$ cat src/rtl/core/mt_pkg.sv
// Shared types and constants for the MT19937 word generator.
// No dependencies; imported by every module of the generator.
package mt_pkg;

	// Geometry of the state block
	localparam int unsigned STATE_WORDS   = 624;
	localparam int unsigned MIDDLE_OFFSET = 397;
	localparam int unsigned WORD_W        = 32;
	localparam int unsigned ADDR_W        = $clog2(STATE_WORDS);
	localparam int unsigned POS_W         = $clog2(STATE_WORDS + 1);
	localparam int unsigned FAR_SPLIT     = STATE_WORDS - MIDDLE_OFFSET;

	// Recurrence and tempering constants
	localparam logic [WORD_W-1:0] SEED_DEFAULT = 32'd5489;
	localparam logic [WORD_W-1:0] INIT_MULT    = 32'd1812433253;
	localparam logic [WORD_W-1:0] TWIST_MATRIX = 32'h9908_B0DF;
	localparam logic [WORD_W-1:0] TEMPER_B     = 32'h9D2C_5680;
	localparam logic [WORD_W-1:0] TEMPER_C     = 32'hEFC6_0000;

	// Command codes on func
	localparam logic FUNC_DRAW   = 1'b0;
	localparam logic FUNC_RESEED = 1'b1;

	// Sequencer states
	typedef enum logic [2:0] {
		ST_IDLE,
		ST_FILL,
		ST_REGEN_PRIME,
		ST_REGEN_LOAD,
		ST_REGEN_RUN,
		ST_DRAW_ISSUE
	} mt_state_t;

	// Write port of the state memory
	typedef struct packed {
		logic              we;
		logic [ADDR_W-1:0] addr;
		logic [WORD_W-1:0] data;
	} mem_wr_t;

endpackage

$ cat src/rtl/core/mt_temper.sv
// Output stage: tempers a word read from the state block and registers the result.
// Depends on mt_pkg for word width and tempering masks.
module mt_temper
	import mt_pkg::*;
(
	input  logic              clk,
	input  logic              arst_n,
	input  logic              rd_valid_s1,
	input  logic [WORD_W-1:0] rd_word,
	output logic [WORD_W-1:0] random_word,
	output logic              word_valid
);

	logic [WORD_W-1:0] t1;
	logic [WORD_W-1:0] t2;
	logic [WORD_W-1:0] t3;
	logic [WORD_W-1:0] tempered;

	// Apply the four tempering shifts
	always_comb begin
		t1       = rd_word ^ (rd_word >> 11);
		t2       = t1 ^ ((t1 << 7) & TEMPER_B);
		t3       = t2 ^ ((t2 << 15) & TEMPER_C);
		tempered = t3 ^ (t3 >> 18);
	end

	// Hold the strobe for exactly one cycle per draw
	always_ff @(posedge clk or negedge arst_n) begin
		if (!arst_n) begin
			word_valid <= 1'b0;
		end else begin
			word_valid <= rd_valid_s1;
		end
	end

	// Capture the tempered word
	always_ff @(posedge clk) begin
		if (rd_valid_s1) begin
			random_word <= tempered;
		end
	end

endmodule

$ cat config.mk
export PLATFORM = sky130hd
export DESIGN_NAME = mt_temper
export DESIGN_NICKNAME = d
export VERILOG_FILES = /design/src/rtl/core/mt_pkg.sv /design/src/rtl/core/mt_temper.sv
export SDC_FILE = /design/constraint.sdc
export NUM_CORES = 1
export LEC_CHECK = 0
export ABC_CLOCK_PERIOD_IN_PS = 800
export BUFFER_PORTS_ARGS = -buffer_cell sky130_fd_sc_hd__buf_2
export CORE_MARGIN = 4
export CORE_UTILIZATION = 45
export DETAILED_ROUTE_END_ITERATION = 6
export GPL_TIMING_DRIVEN = 0
export PLACE_DENSITY = 0.72
export RECOVER_POWER = 25
export SLEW_MARGIN = 20
export SYNTH_ARGS = -nofsm -noshare
export SYNTH_HDL_FRONTEND = slang
export SYNTH_SLANG_ARGS = --single-unit
$ cat constraint.sdc
create_clock -name clk -period 0.8 [get_ports clk]
set_input_delay 0.24 -clock clk [delete_from_list [all_inputs] [get_ports clk]]
set_output_delay 0.24 -clock clk [all_outputs]
set_load 0.005 [all_outputs]
== After elaboration in Yosys (flattened, before gate mapping) ==
Cells that the tools add are included.
Operators by class
  bitwise gates (word level): 4
Operators by type and width (count)
  $xor 32x32->32: 2
  $xor 32x14->32: 1
  $xor 32x21->32: 1
Word-level totals
  register bits: 33
  output and inout bits: 33

== Logic depth before layout (Yosys ltp) ==
Gate-level depths: netlist of run 1.
  depth after elaboration: 4
  depth in mapped cells: 3

== Worst setup path after synthesis of run 1 ==
Ideal clock, no wire load.
  kind: input -> register
  from: input rd_word[22]
  to: register random_word[0], data pin
  data arrival time: 1.029 ns
  slack: -0.491 ns
  stages: 3
  path buffers: 0
  path through: xnor2_2 > xnor3_1 > xnor2_1
On the way
  longest elaborated chain between the ends: 4
RTL lines
  start: declaration: RTL line mt_temper.sv:9  | input logic [WORD_W-1:0] rd_word,
  $xor 32x21->32: RTL line mt_temper.sv:21  | t1 = rd_word ^ (rd_word >> 11);
  $xor 32x32->32: RTL line mt_temper.sv:22  | t2 = t1 ^ ((t1 << 7) & TEMPER_B);
  $xor 32x32->32: RTL line mt_temper.sv:23  | t3 = t2 ^ ((t2 << 15) & TEMPER_C);
  via t3[18]: RTL line mt_temper.sv:16  | logic [WORD_W-1:0] t3;
  $xor 32x14->32: RTL line mt_temper.sv:24  | tempered = t3 ^ (t3 >> 18);
  via tempered[0]: RTL line mt_temper.sv:17  | logic [WORD_W-1:0] tempered;
  end signal: assignment: RTL line mt_temper.sv:39  | random_word <= tempered;
  end: declaration: RTL line mt_temper.sv:10  | output logic [WORD_W-1:0] random_word,
The timed path passes the listed nets, and every way through them passes these cells.
A chain may end at the register's enable or synchronous reset.

== Worst setup path in the final report of run 1 ==
  from: register random_word[20]
  to: output random_word[20]
No word-level cell between the ends.

==> results_tabular.tex, run 1 <==
\begin{tabular}{lr}
\hline
Metric & Value \\
\hline
\multicolumn{2}{l}{\textbf{Run status}} \\
Outcome & finished with violations \\
Failing checks & negative setup slack \\
\multicolumn{2}{l}{\textbf{Yosys}} \\
Number of warnings reported in the yosys synthesis log & 0 \\
Synth Area per Inst & 17.7 um\^{}2 \\
Total of flip-flops plus latches after synthesis & 33 \\
Dominant combinational cell family by area after synthesis & XOR/XNOR gates \\
Portion of the post-synthesis area used by sequential elements & 61.3\% \\
Leading post-synthesis cells by cell area & sky130\_fd\_sc\_hd\_\_edfxtp\_1 60\%, sky130\_fd\_sc\_hd\_\_xnor2\_1 17\%, sky130\_fd\_sc\_hd\_\_xor2\_1 8.7\%, sky130\_fd\_sc\_hd\_\_xnor3\_1 7.0\%, sky130\_fd\_sc\_hd\_\_xnor2\_2 3.0\% \\
Post-synth net total & 126 \\
Basic-gate share of the synthesized area counting and, or, nand and nor cells & 0\% \\
Post-synth top area share & 59.8\% \\
Mux contribution to synthesized area & 0\% \\
Count of cell types in the netlist & 8 \\
Adder-cell share of the synthesized area & 0\% \\
Synthesized-area fraction occupied by xor and xnor cells & between 30 and 40\% \\
Post-synthesis cell count & 91 \\
Share of the synthesized area in compound gates (AO/OA/AOI/OAI) & 0\% \\
Area of the mapped netlist & 1610 um\^{}2 \\
Cell type with the highest aggregate area in the netlist & sky130\_fd\_sc\_hd\_\_edfxtp\_1 \\
\multicolumn{2}{l}{\textbf{Worst setup path}} \\
Delay-heaviest family, CP & flip-flops \\
CP arrival & 860 ps \\
Type of element capturing the critical path & primary output \\
Sum of buffers and inverters on the critical path & 1 \\
Start-to-end type of the worst setup path & reg -> out \\
Critical path, cell by cell & buf\_2 \\
Slowest-stage cell, CP & sky130\_fd\_sc\_hd\_\_edfxtp\_1 \\
Largest stage delay, worst path & 400 ps \\
Data required, critical path & between 500 and 600 ps \\
Sort of element at the start of the critical path & flip-flop \\
Largest fanout on the critical path & 1 \\
\multicolumn{2}{l}{\textbf{Global routing}} \\
Aggregate global routing overflow & 0 \\
First-pass GRT wire length & 4.51 mm \\
Initial antenna violation count & 0 \\
Maximum number of pins on one net before global-route repair & 34 \\
Vias in the first global route & 1,033 \\
Gr usage total & 14.1\% \\
\multicolumn{2}{l}{\textbf{Pwr}} \\
Worst-case vdd ir drop & 0.000889 V \\
Leakage power summed over all cells & 1.12 nW \\
Total design power & 5.01 mW \\
Cell Pwr Density & between 1500 and 2000 nW/um\^{}2 \\
\multicolumn{2}{l}{\textbf{Layout}} \\
Ant. Diodes & 0 \\
Leading cell type in the layout, fill and taps excluded & sky130\_fd\_sc\_hd\_\_buf\_2 \\
Post-layout nets & 221 \\
Area growth from synthesis to layout & 65.4\% \\
Commonest cells after routing, fill and taps aside & 49 x sky130\_fd\_sc\_hd\_\_buf\_2, 32 x sky130\_fd\_sc\_hd\_\_edfxtp\_1, 21 x sky130\_fd\_sc\_hd\_\_xnor2\_1 \\
Fraction of final layout cells sized beyond drive strength 1 & between 60\% and 70\% \\
Final cell utilization of the core & 78.4\% \\
\multicolumn{2}{l}{\textbf{Clock network}} \\
Clock Path Buffers & 2 \\
Total number of clock tree sinks & 33 \\
Clock tree from TritonCTS & yes \\
Root Buffer & sky130\_fd\_sc\_hd\_\_clkbuf\_4 \\
Clock Pin Slew Worst Setup and Hold Paths & $\sim$100 ps \\
Total number of H-tree levels & 2 \\
Clock buffer count from CTS & 5 \\
\multicolumn{2}{l}{\textbf{Timing}} \\
Post-layout worst setup margin & -305 ps \\
Peak clock frequency supported by timing & 905 MHz \\
Final count of pins violating max slew & 0 \\
Setup tns final & -12,580 ps \\
Final Critical Period & 1100 ps \\
Measured slew at the worst slew-check pin & between 700 and 800 ps \\
Slew margin rel. & 52.1\% \\
Final Hold Fails & 0 \\
Number of endpoints failing setup at the final stage & 82 \\
Period Utilization, post-route & 138\% \\
Unrepaired setup endpoints after global routing & yes \\
\multicolumn{2}{l}{\textbf{Floorplanning}} \\
Vertical die dimension & 67.8 um \\
Placeable core region & 3390 um\^{}2 \\
Die Width & 67.8 um \\
Ports & 68 \\
Die area & 4590 um\^{}2 \\
Num rows & 21 \\
Initial Util & approximately 47\% \\
\multicolumn{2}{l}{\textbf{Route}} \\
Via density & 4.48 \\
Routed len/inst & about 14 um \\
Detailed Route Iter0 Violations & 47 \\
Vias & 1,045 \\
Residual DRC count & 0 \\
Routed wire length & roughly 3.3 mm \\
Count of nets left with antenna violations after detail routing & 0 \\
Detailed-routing iteration count for the pre-antenna-repair pass & 3 \\
\multicolumn{2}{l}{\textbf{Placement}} \\
Post-detail-place hpwl & 2.18 mm \\
Routability congestion estimate & 0.669 \\
Post-Place Setup Slack & -674 ps \\
\# port buffers & 67 \\
\multicolumn{2}{l}{\textbf{Worst hold path}} \\
Worst hold-check path type & in -> async \\
\multicolumn{2}{l}{\textbf{Flow run}} \\
Number of maximum-capacitance violations & 0 \\
\hline
\end{tabular}
-- repair_timing --
item | 4_1_cts | 5_1_grt
pin swaps | 23 | 16
setup buffers | 12 | 8
hold buffers | 1 | 0
hold endpoints to repair | 1 | 0
cloned | 0 | 0
resized for setup | 40 | 24
setup endpoints to repair | 81 | 52
-- path summary, 6_finish.rpt --
path / start / to / slack, ps / cells after the start
worst max-delay path: random_word[20] / random_word[20] / -300 / 1
worst min-delay path: arst_n / word_valid / 210 / 2
max in group asynchronous: arst_n / word_valid / 510 / 2
min in group clk: rd_word[16] / random_word[16] / 210 / 2
-- logic make-up after synthesis --
group and Yosys count:
XOR/XNOR 58, flip-flops 33
-- cell type report --
cell class                      count  area, um^2
Clock buffer                        8        58.8
Timing Repair Buffer               88         666
Fill cell                         205         731
Multi-Input combinational cell     58         891
Tap cell                           46        57.6
Sequential cell                    33         986
-- routing by layer --
layer	vias up	share of wire [%]	GRT usage (%)
li1	503	-	-
met1	490	35	14.3
met2	46	55	26.0
met3	6	8.3	4.33
met4	0	1.9	6.70
met5	-	0	0
-- where the power goes --
group	leakage [nW]	internal (mW)	switching (mW)	total [mW]
Clock	0.0326	0.434	0.523	0.956
Sequential	0.325	2.32	0.0738	2.39
Combinational	0.764	0.983	0.675	1.66
-- Yosys cell counts --
| master | number |
|---|---|
| sky130_fd_sc_hd__dfrtp_1 | 1 |
| sky130_fd_sc_hd__edfxtp_1 | 32 |
| sky130_fd_sc_hd__xnor2_1 | 32 |
| sky130_fd_sc_hd__xnor2_2 | 3 |
| sky130_fd_sc_hd__xnor3_1 | 5 |
| sky130_fd_sc_hd__xor2_1 | 16 |
| sky130_fd_sc_hd__xor2_2 | 1 |
| sky130_fd_sc_hd__xor3_1 | 1 |
-- state kept, by name, summed over array words and instances (netlist names) --
signal / count
random_word: 32
word_valid: 1
-- per-stage QoR --
step                      instance area (um^2)  instances  hold WS [ps]
after floorplan                           1800         91         -55.6
after detailed placement                  2190        204          15.1
after CTS                                 2530        225           196
after global placement                    2190        204          14.5
final                                     2660        233           210
after global routing                      2660        233           188
Power figures use the tool's default switching activity.
==> run 2: changes to the inputs <==
--- a/config.mk
+++ b/config.mk
@@ -10,9 +10,11 @@
 export CORE_MARGIN = 4
 export CORE_UTILIZATION = 45
 export DETAILED_ROUTE_END_ITERATION = 6
+export GPL_ROUTABILITY_DRIVEN = 0
 export GPL_TIMING_DRIVEN = 0
 export PLACE_DENSITY = 0.72
 export RECOVER_POWER = 25
+export SKIP_LAST_GASP = 1
 export SLEW_MARGIN = 20
 export SYNTH_ARGS = -nofsm -noshare
 export SYNTH_HDL_FRONTEND = slang
==> run 2 against run 1 <==
The flow still finishes with violations (negative setup slack); global-route usage unchanged; wire length about the same; final cell count unchanged; setup slack better by 1.4 ps; utilization unchanged; largest cell class unchanged; largest power group unchanged; highest routed layer unchanged.
==> results_tabular.tex, run 2 (same netlist as run 1, synthesis figures left out) <==
\begin{tabular}{lr}
\hline
Metric & Value \\
\hline
\multicolumn{2}{l}{\textbf{Route}} \\
Count of nets left with antenna violations after detail routing & 0 (unchanged) \\
Detailed-routing iteration count for the pre-antenna-repair pass & 3 (unchanged) \\
Vias & 1,043 (-0.19\%) \\
Via density & 4.48 (-0.19\%) \\
Routed len/inst & 14.3 um (about the same) \\
Detailed Route Iter0 Violations & 47 (unchanged) \\
Residual DRC count & 0 (unchanged) \\
Routed wire length & 3.33 mm (about the same) \\
\multicolumn{2}{l}{\textbf{Floorplanning}} \\
Num rows & 21 (unchanged) \\
Ports & 68 (unchanged) \\
Die Width & 67.8 um (unchanged) \\
Vertical die dimension & 67.8 um (unchanged) \\
Initial Util & 47.4\% (unchanged) \\
Die area & 4590 um\^{}2 (unchanged) \\
Placeable core region & 3390 um\^{}2 (unchanged) \\
\multicolumn{2}{l}{\textbf{Run status}} \\
Failing checks & negative setup slack \\
Outcome & finished with violations \\
\multicolumn{2}{l}{\textbf{Pwr}} \\
Worst-case vdd ir drop & 0.000883 V (-0.72\%) \\
Leakage power summed over all cells & 1.12 nW (unchanged) \\
Total design power & 5.00 mW (about the same) \\
Cell Pwr Density & 1880 nW/um\^{}2 (about the same) \\
\multicolumn{2}{l}{\textbf{Worst hold path}} \\
Worst hold-check path type & in -> async \\
\multicolumn{2}{l}{\textbf{Global routing}} \\
Initial antenna violation count & 0 (unchanged) \\
Aggregate global routing overflow & 0 (unchanged) \\
Vias in the first global route & 1,029 (-0.39\%) \\
Gr usage total & 14.1\% (unchanged) \\
First-pass GRT wire length & 4.51 mm (unchanged) \\
Maximum number of pins on one net before global-route repair & 34 (unchanged) \\
\multicolumn{2}{l}{\textbf{Worst setup path}} \\
CP arrival & 860 ps (about the same) \\
Delay-heaviest family, CP & flip-flops \\
Number of cells on the critical path & 1 (unchanged) \\
Data required, critical path & 560 ps (about the same) \\
Largest fanout on the critical path & 1 (unchanged) \\
Crit. Startpoint & random\_word[20] \\
Largest stage delay, worst path & 400 ps (about the same) \\
Sort of element at the start of the critical path & flip-flop \\
Critical path, cell by cell & buf\_2 \\
Start-to-end type of the worst setup path & reg -> out \\
Sum of buffers and inverters on the critical path & 1 (unchanged) \\
Slowest-stage cell, CP & sky130\_fd\_sc\_hd\_\_edfxtp\_1 \\
Type of element capturing the critical path & primary output \\
Termination of the worst setup path & random\_word[20] \\
\multicolumn{2}{l}{\textbf{Timing}} \\
Period Utilization, post-route & 138\% (-0.18 points) \\
Slew margin rel. & 52.1\% (about the same) \\
Setup tns final & -12,620 ps (-38.4 ps) \\
Peak clock frequency supported by timing & 906 MHz (+0.13\%) \\
Number of endpoints failing setup at the final stage & 83 (+1.2\%) \\
Final Hold Fails & 0 (unchanged) \\
Unrepaired setup endpoints after global routing & yes \\
Min Hold Slack & 210 ps (unchanged) \\
Post-layout worst setup margin & -304 ps (+1.42 ps) \\
Final count of pins violating max slew & 0 (unchanged) \\
Measured slew at the worst slew-check pin & 719 ps (+0.0367 ps) \\
Final Critical Period & 1100 ps (-1.42 ps) \\
\multicolumn{2}{l}{\textbf{Layout}} \\
Final cell utilization of the core & 78.4\% (unchanged) \\
Registers with the most flip-flops & random\_word: 32 flops, word\_valid: 1 flops \\
Commonest cells after routing, fill and taps aside & 49 x sky130\_fd\_sc\_hd\_\_buf\_2, 32 x sky130\_fd\_sc\_hd\_\_edfxtp\_1, 21 x sky130\_fd\_sc\_hd\_\_xnor2\_1 \\
Layout filler cell count & 205 (unchanged) \\
Top register by number of flip-flops & random\_word \\
Area taken by flip-flops and latches & 986 um\^{}2 (unchanged) \\
Area growth from synthesis to layout & 65.4\% (unchanged) \\
Largest register FFs & 32 (unchanged) \\
Fraction of final layout cells sized beyond drive strength 1 & 60.4\% (unchanged) \\
Multi-input gate area in the final layout & 891 um\^{}2 (unchanged) \\
Ant. Diodes & 0 (unchanged) \\
Post-layout nets & 221 (unchanged) \\
Leading cell type in the layout, fill and taps excluded & sky130\_fd\_sc\_hd\_\_buf\_2 \\
Total non-filler cell area in the finished layout & 2660 um\^{}2 (unchanged) \\
\multicolumn{2}{l}{\textbf{Clock network}} \\
Clock tree from TritonCTS & yes \\
Clock buffer count from CTS & 5 (unchanged) \\
Total number of clock tree sinks & 33 (unchanged) \\
Root Buffer & sky130\_fd\_sc\_hd\_\_clkbuf\_4 \\
Total number of H-tree levels & 2 (unchanged) \\
Clock Path Buffers & 2 (unchanged) \\
Clock Pin Slew Worst Setup and Hold Paths & 100 ps (about the same) \\
\multicolumn{2}{l}{\textbf{Flow run}} \\
Number of maximum-capacitance violations & 0 (unchanged) \\
\multicolumn{2}{l}{\textbf{Placement}} \\
Post-detail-place hpwl & 2.18 mm (unchanged) \\
\# port buffers & 67 (unchanged) \\
Cell Area, Placed & 2190 um\^{}2 (unchanged) \\
\hline
\end{tabular}
run 2: cell type report:
| cell class | count | area share [%] |
|---|---|---|
| timing repair buffer | 88 | 25.0 |
| multi-input combinational | 58 | 33.5 |
| clock buffer | 8 | 2.21 |
| sequential | 33 | 37.1 |
| tap | 46 | 2.16 |
run 2: report_power, final:
| part | internal (mW) | switching (mW) |
|---|---|---|
| Sequential | 2.32 | 0.0739 |
| Clock | 0.434 | 0.521 |
| Combinational | 0.983 | 0.674 |
run 2: worst min path at each step:
stage | startpoint | slack [ps] | endpoint
3_5_place_dp | arst_n | 20 | word_valid
2_1_floorplan | arst_n | -60 | word_valid
6_report | arst_n | 210 | word_valid
3_3_place_gp | arst_n | 10 | word_valid
5_1_grt | arst_n | 190 | word_valid
4_1_cts | arst_n | 200 | word_valid
run 2: metrics by stage:
stage / instances / setup slack, ps
global route: 233 / -362
floorplan: 91 / -418
finish: 233 / -304
CTS: 225 / -327
global placement: 204 / -627
detailed placement: 204 / -674
run 2: timing repair:
item,in CTS,in global routing
pin swaps,20,16
gates cloned,0,0
endpoints found under the hold margin,1,0
buffers inserted,12,8
hold buffers,1,0
setup endpoints to repair,81,52
resized for setup,40,25
run 2: metal layers:
metal	vias up	wire length [um]	global-route usage (%)
met5	-	0	0
met4	0	63	6.70
met3	6	283	4.33
met2	46	1820	26.0
met1	489	1160	14.3
li1	502	-	-
==> run 3: changes to the inputs <==
--- a/config.mk
+++ b/config.mk
@@ -7,11 +7,10 @@
 export LEC_CHECK = 0
 export ABC_CLOCK_PERIOD_IN_PS = 800
 export BUFFER_PORTS_ARGS = -buffer_cell sky130_fd_sc_hd__buf_2
-export CORE_MARGIN = 4
+export CORE_MARGIN = 2
 export CORE_UTILIZATION = 45
 export DETAILED_ROUTE_END_ITERATION = 6
 export GPL_ROUTABILITY_DRIVEN = 0
-export GPL_TIMING_DRIVEN = 0
 export PLACE_DENSITY = 0.72
 export RECOVER_POWER = 25
 export SKIP_LAST_GASP = 1
==> run 3 against run 2 <==
The flow still finishes with violations (negative setup slack); combinational power rose by 3%; clock power is 61% higher; clock-buffer cell count fell by 3; total power increased by 13%.
==> results_tabular.tex, run 3 (same netlist as run 1, synthesis figures left out) <==
\begin{tabular}{lr}
\hline
Metric & Value \\
\hline
\multicolumn{2}{l}{\textbf{Run status}} \\
Outcome & finished with violations \\
Failing checks & negative setup slack \\
\multicolumn{2}{l}{\textbf{Timing}} \\
Number of endpoints failing setup at the final stage & 48 (-42\%) \\
Slew margin rel. & 74.4\% (+22 points) \\
Peak clock frequency supported by timing & 886 MHz (-2.3\%) \\
Min Hold Slack & 186 ps (-23.3 ps) \\
Post-layout worst setup margin & -329 ps (-25.6 ps) \\
Final count of pins violating max slew & 0 (unchanged) \\
Period Utilization, post-route & 141\% (+3.2 points) \\
Final Critical Period & 1130 ps (+25.6 ps) \\
Measured slew at the worst slew-check pin & 384 ps (-335 ps) \\
Unrepaired setup endpoints after global routing & yes \\
Final Hold Fails & 0 (unchanged) \\
\multicolumn{2}{l}{\textbf{Placement}} \\
Post-detail-place hpwl & 2.43 mm (+11\%) \\
\# port buffers & 67 (unchanged) \\
Post-Place Setup Slack & -608 ps (+65.6 ps) \\
Cell Area, Placed & 2420 um\^{}2 (+10\%) \\
\multicolumn{2}{l}{\textbf{Layout}} \\
Area growth from synthesis to layout & 73.7\% \\
Layout filler cell count & 187 (-8.8\%) \\
Top register by number of flip-flops & random\_word \\
Ant. Diodes & 0 (unchanged) \\
Largest register FFs & 32 (unchanged) \\
Commonest cells after routing, fill and taps aside & 49 x sky130\_fd\_sc\_hd\_\_buf\_2, 32 x sky130\_fd\_sc\_hd\_\_edfxtp\_1, 27 x sky130\_fd\_sc\_hd\_\_buf\_4 \\
Post-layout nets & 234 (+5.9\%) \\
Fraction of final layout cells sized beyond drive strength 1 & 65.5\% (+5.1 points) \\
Leading cell type in the layout, fill and taps excluded & sky130\_fd\_sc\_hd\_\_buf\_2 \\
Registers with the most flip-flops & random\_word: 32 flops, word\_valid: 1 flops \\
Total non-filler cell area in the finished layout & 2790 um\^{}2 (+5.0\%) \\
Final cell utilization of the core & 82.4\% (+3.9 points) \\
\multicolumn{2}{l}{\textbf{Worst setup path}} \\
Slowest-stage cell, CP & sky130\_fd\_sc\_hd\_\_edfxtp\_1 \\
Critical path, cell by cell & buf\_2 \\
Largest fanout on the critical path & 1 (unchanged) \\
Largest stage delay, worst path & 410 ps (about the same) \\
Data required, critical path & 560 ps (about the same) \\
CP arrival & 890 ps (+30 ps) \\
Sum of buffers and inverters on the critical path & 1 (unchanged) \\
Sort of element at the start of the critical path & flip-flop \\
Type of element capturing the critical path & primary output \\
Delay-heaviest family, CP & flip-flops \\
Start-to-end type of the worst setup path & reg -> out \\
\multicolumn{2}{l}{\textbf{Clock network}} \\
Clock Pin Slew Worst Setup and Hold Paths & 100 ps (about the same) \\
Clock buffer count from CTS & 5 (unchanged) \\
Root Buffer & sky130\_fd\_sc\_hd\_\_clkbuf\_4 \\
Total number of H-tree levels & 2 (unchanged) \\
Clock tree from TritonCTS & yes \\
Total number of clock tree sinks & 33 (unchanged) \\
Clock Path Buffers & 2 (unchanged) \\
\multicolumn{2}{l}{\textbf{Floorplanning}} \\
Placeable core region & 3390 um\^{}2 (unchanged) \\
Vertical die dimension & 63.8 um (-5.9\%) \\
Num rows & 21 (unchanged) \\
Ports & 68 (unchanged) \\
Die area & 4070 um\^{}2 (-11\%) \\
Die Width & 63.8 um (-5.9\%) \\
Initial Util & 47.4\% (unchanged) \\
\multicolumn{2}{l}{\textbf{Pwr}} \\
Leakage power summed over all cells & 1.21 nW (+7.7\%) \\
Worst-case vdd ir drop & 0.00117 V (+33\%) \\
Cell Pwr Density & 2020 nW/um\^{}2 (+7.3\%) \\
Total design power & 5.64 mW (+13\%) \\
\multicolumn{2}{l}{\textbf{Route}} \\
Via density & 4.47 (-0.20\%) \\
Routed wire length & 3.47 mm (+4.1\%) \\
Count of nets left with antenna violations after detail routing & 0 (unchanged) \\
Detailed Route Iter0 Violations & 37 (-21\%) \\
Vias & 1,099 (+5.4\%) \\
Detailed-routing iteration count for the pre-antenna-repair pass & 4 (+1) \\
Routed len/inst & 14.1 um (-1.4\%) \\
Residual DRC count & 0 (unchanged) \\
\multicolumn{2}{l}{\textbf{Global routing}} \\
Gr usage total & 17.4\% (+3.3 points) \\
Initial antenna violation count & 0 (unchanged) \\
First-pass GRT wire length & 5.13 mm (+14\%) \\
Maximum number of pins on one net before global-route repair & 17 (-50\%) \\
Aggregate global routing overflow & 0 (unchanged) \\
Vias in the first global route & 1,167 (+13\%) \\
\multicolumn{2}{l}{\textbf{Worst hold path}} \\
Worst hold-check path type & in -> async \\
\multicolumn{2}{l}{\textbf{Flow run}} \\
Number of maximum-capacitance violations & 0 (unchanged) \\
\hline
\end{tabular}
## run 3: repair_timing
item                                   in CTS  in global routing
gates cloned                                0                  0
endpoints found under the hold margin       1                  0
setup endpoints to repair                  51                 53
buffers inserted                            2                  4
hold buffers                                1                  0
pin swaps                                  23                 19
resized for setup                          37                 25
## run 3: metal layers
metal  global-route usage (%)  wire length, um  part of all wire [%]  up-vias
met1                     18.2             1190                    34      521
li1                         -                -                     -      526
met5                        0                0                     0        -
met4                     6.52               67                   1.9        0
met3                     6.34              198                   5.7        6
met2                     31.6             2010                    58       46
## run 3: power by group
group	leakage [nW]	internal (mW)	total (mW)	switching, mW
combinational	0.827	1.01	1.71	0.699
sequential	0.325	2.32	2.39	0.0726
clock	0.0552	0.967	1.54	0.572
total	1.21	4.30	5.64	1.34
## run 3: per-stage QoR
stage	TNS, ps	cells
after floorplan	-5400	91
after global placement	-13350	231
after detailed placement	-14040	231
after CTS	-11500	242
after global routing	-12920	246
final	-10950	246
## run 3: cell type report
| type | instances | area, um^2 | share of cell area (%) |
|---|---|---|---|
| multi-input cells | 58 | 902 | 32.3 |
| repair buffers | 101 | 744 | 26.7 |
| well taps | 46 | 57.6 | 2.06 |
| flip-flops and latches | 33 | 986 | 35.3 |
| clock inverters | 3 | 65.1 | 2.33 |
| clock buffers | 5 | 37.5 | 1.34 |
## run 3: worst paths after layout
path	from	end	slack [ps]	depth (start not counted)
max	random_word[12]	random_word[12]	-330	1
min	arst_n	word_valid	190	2
max in group asynchronous	arst_n	word_valid	530	2
min in group clk	rd_word[1]	random_word[1]	280	3
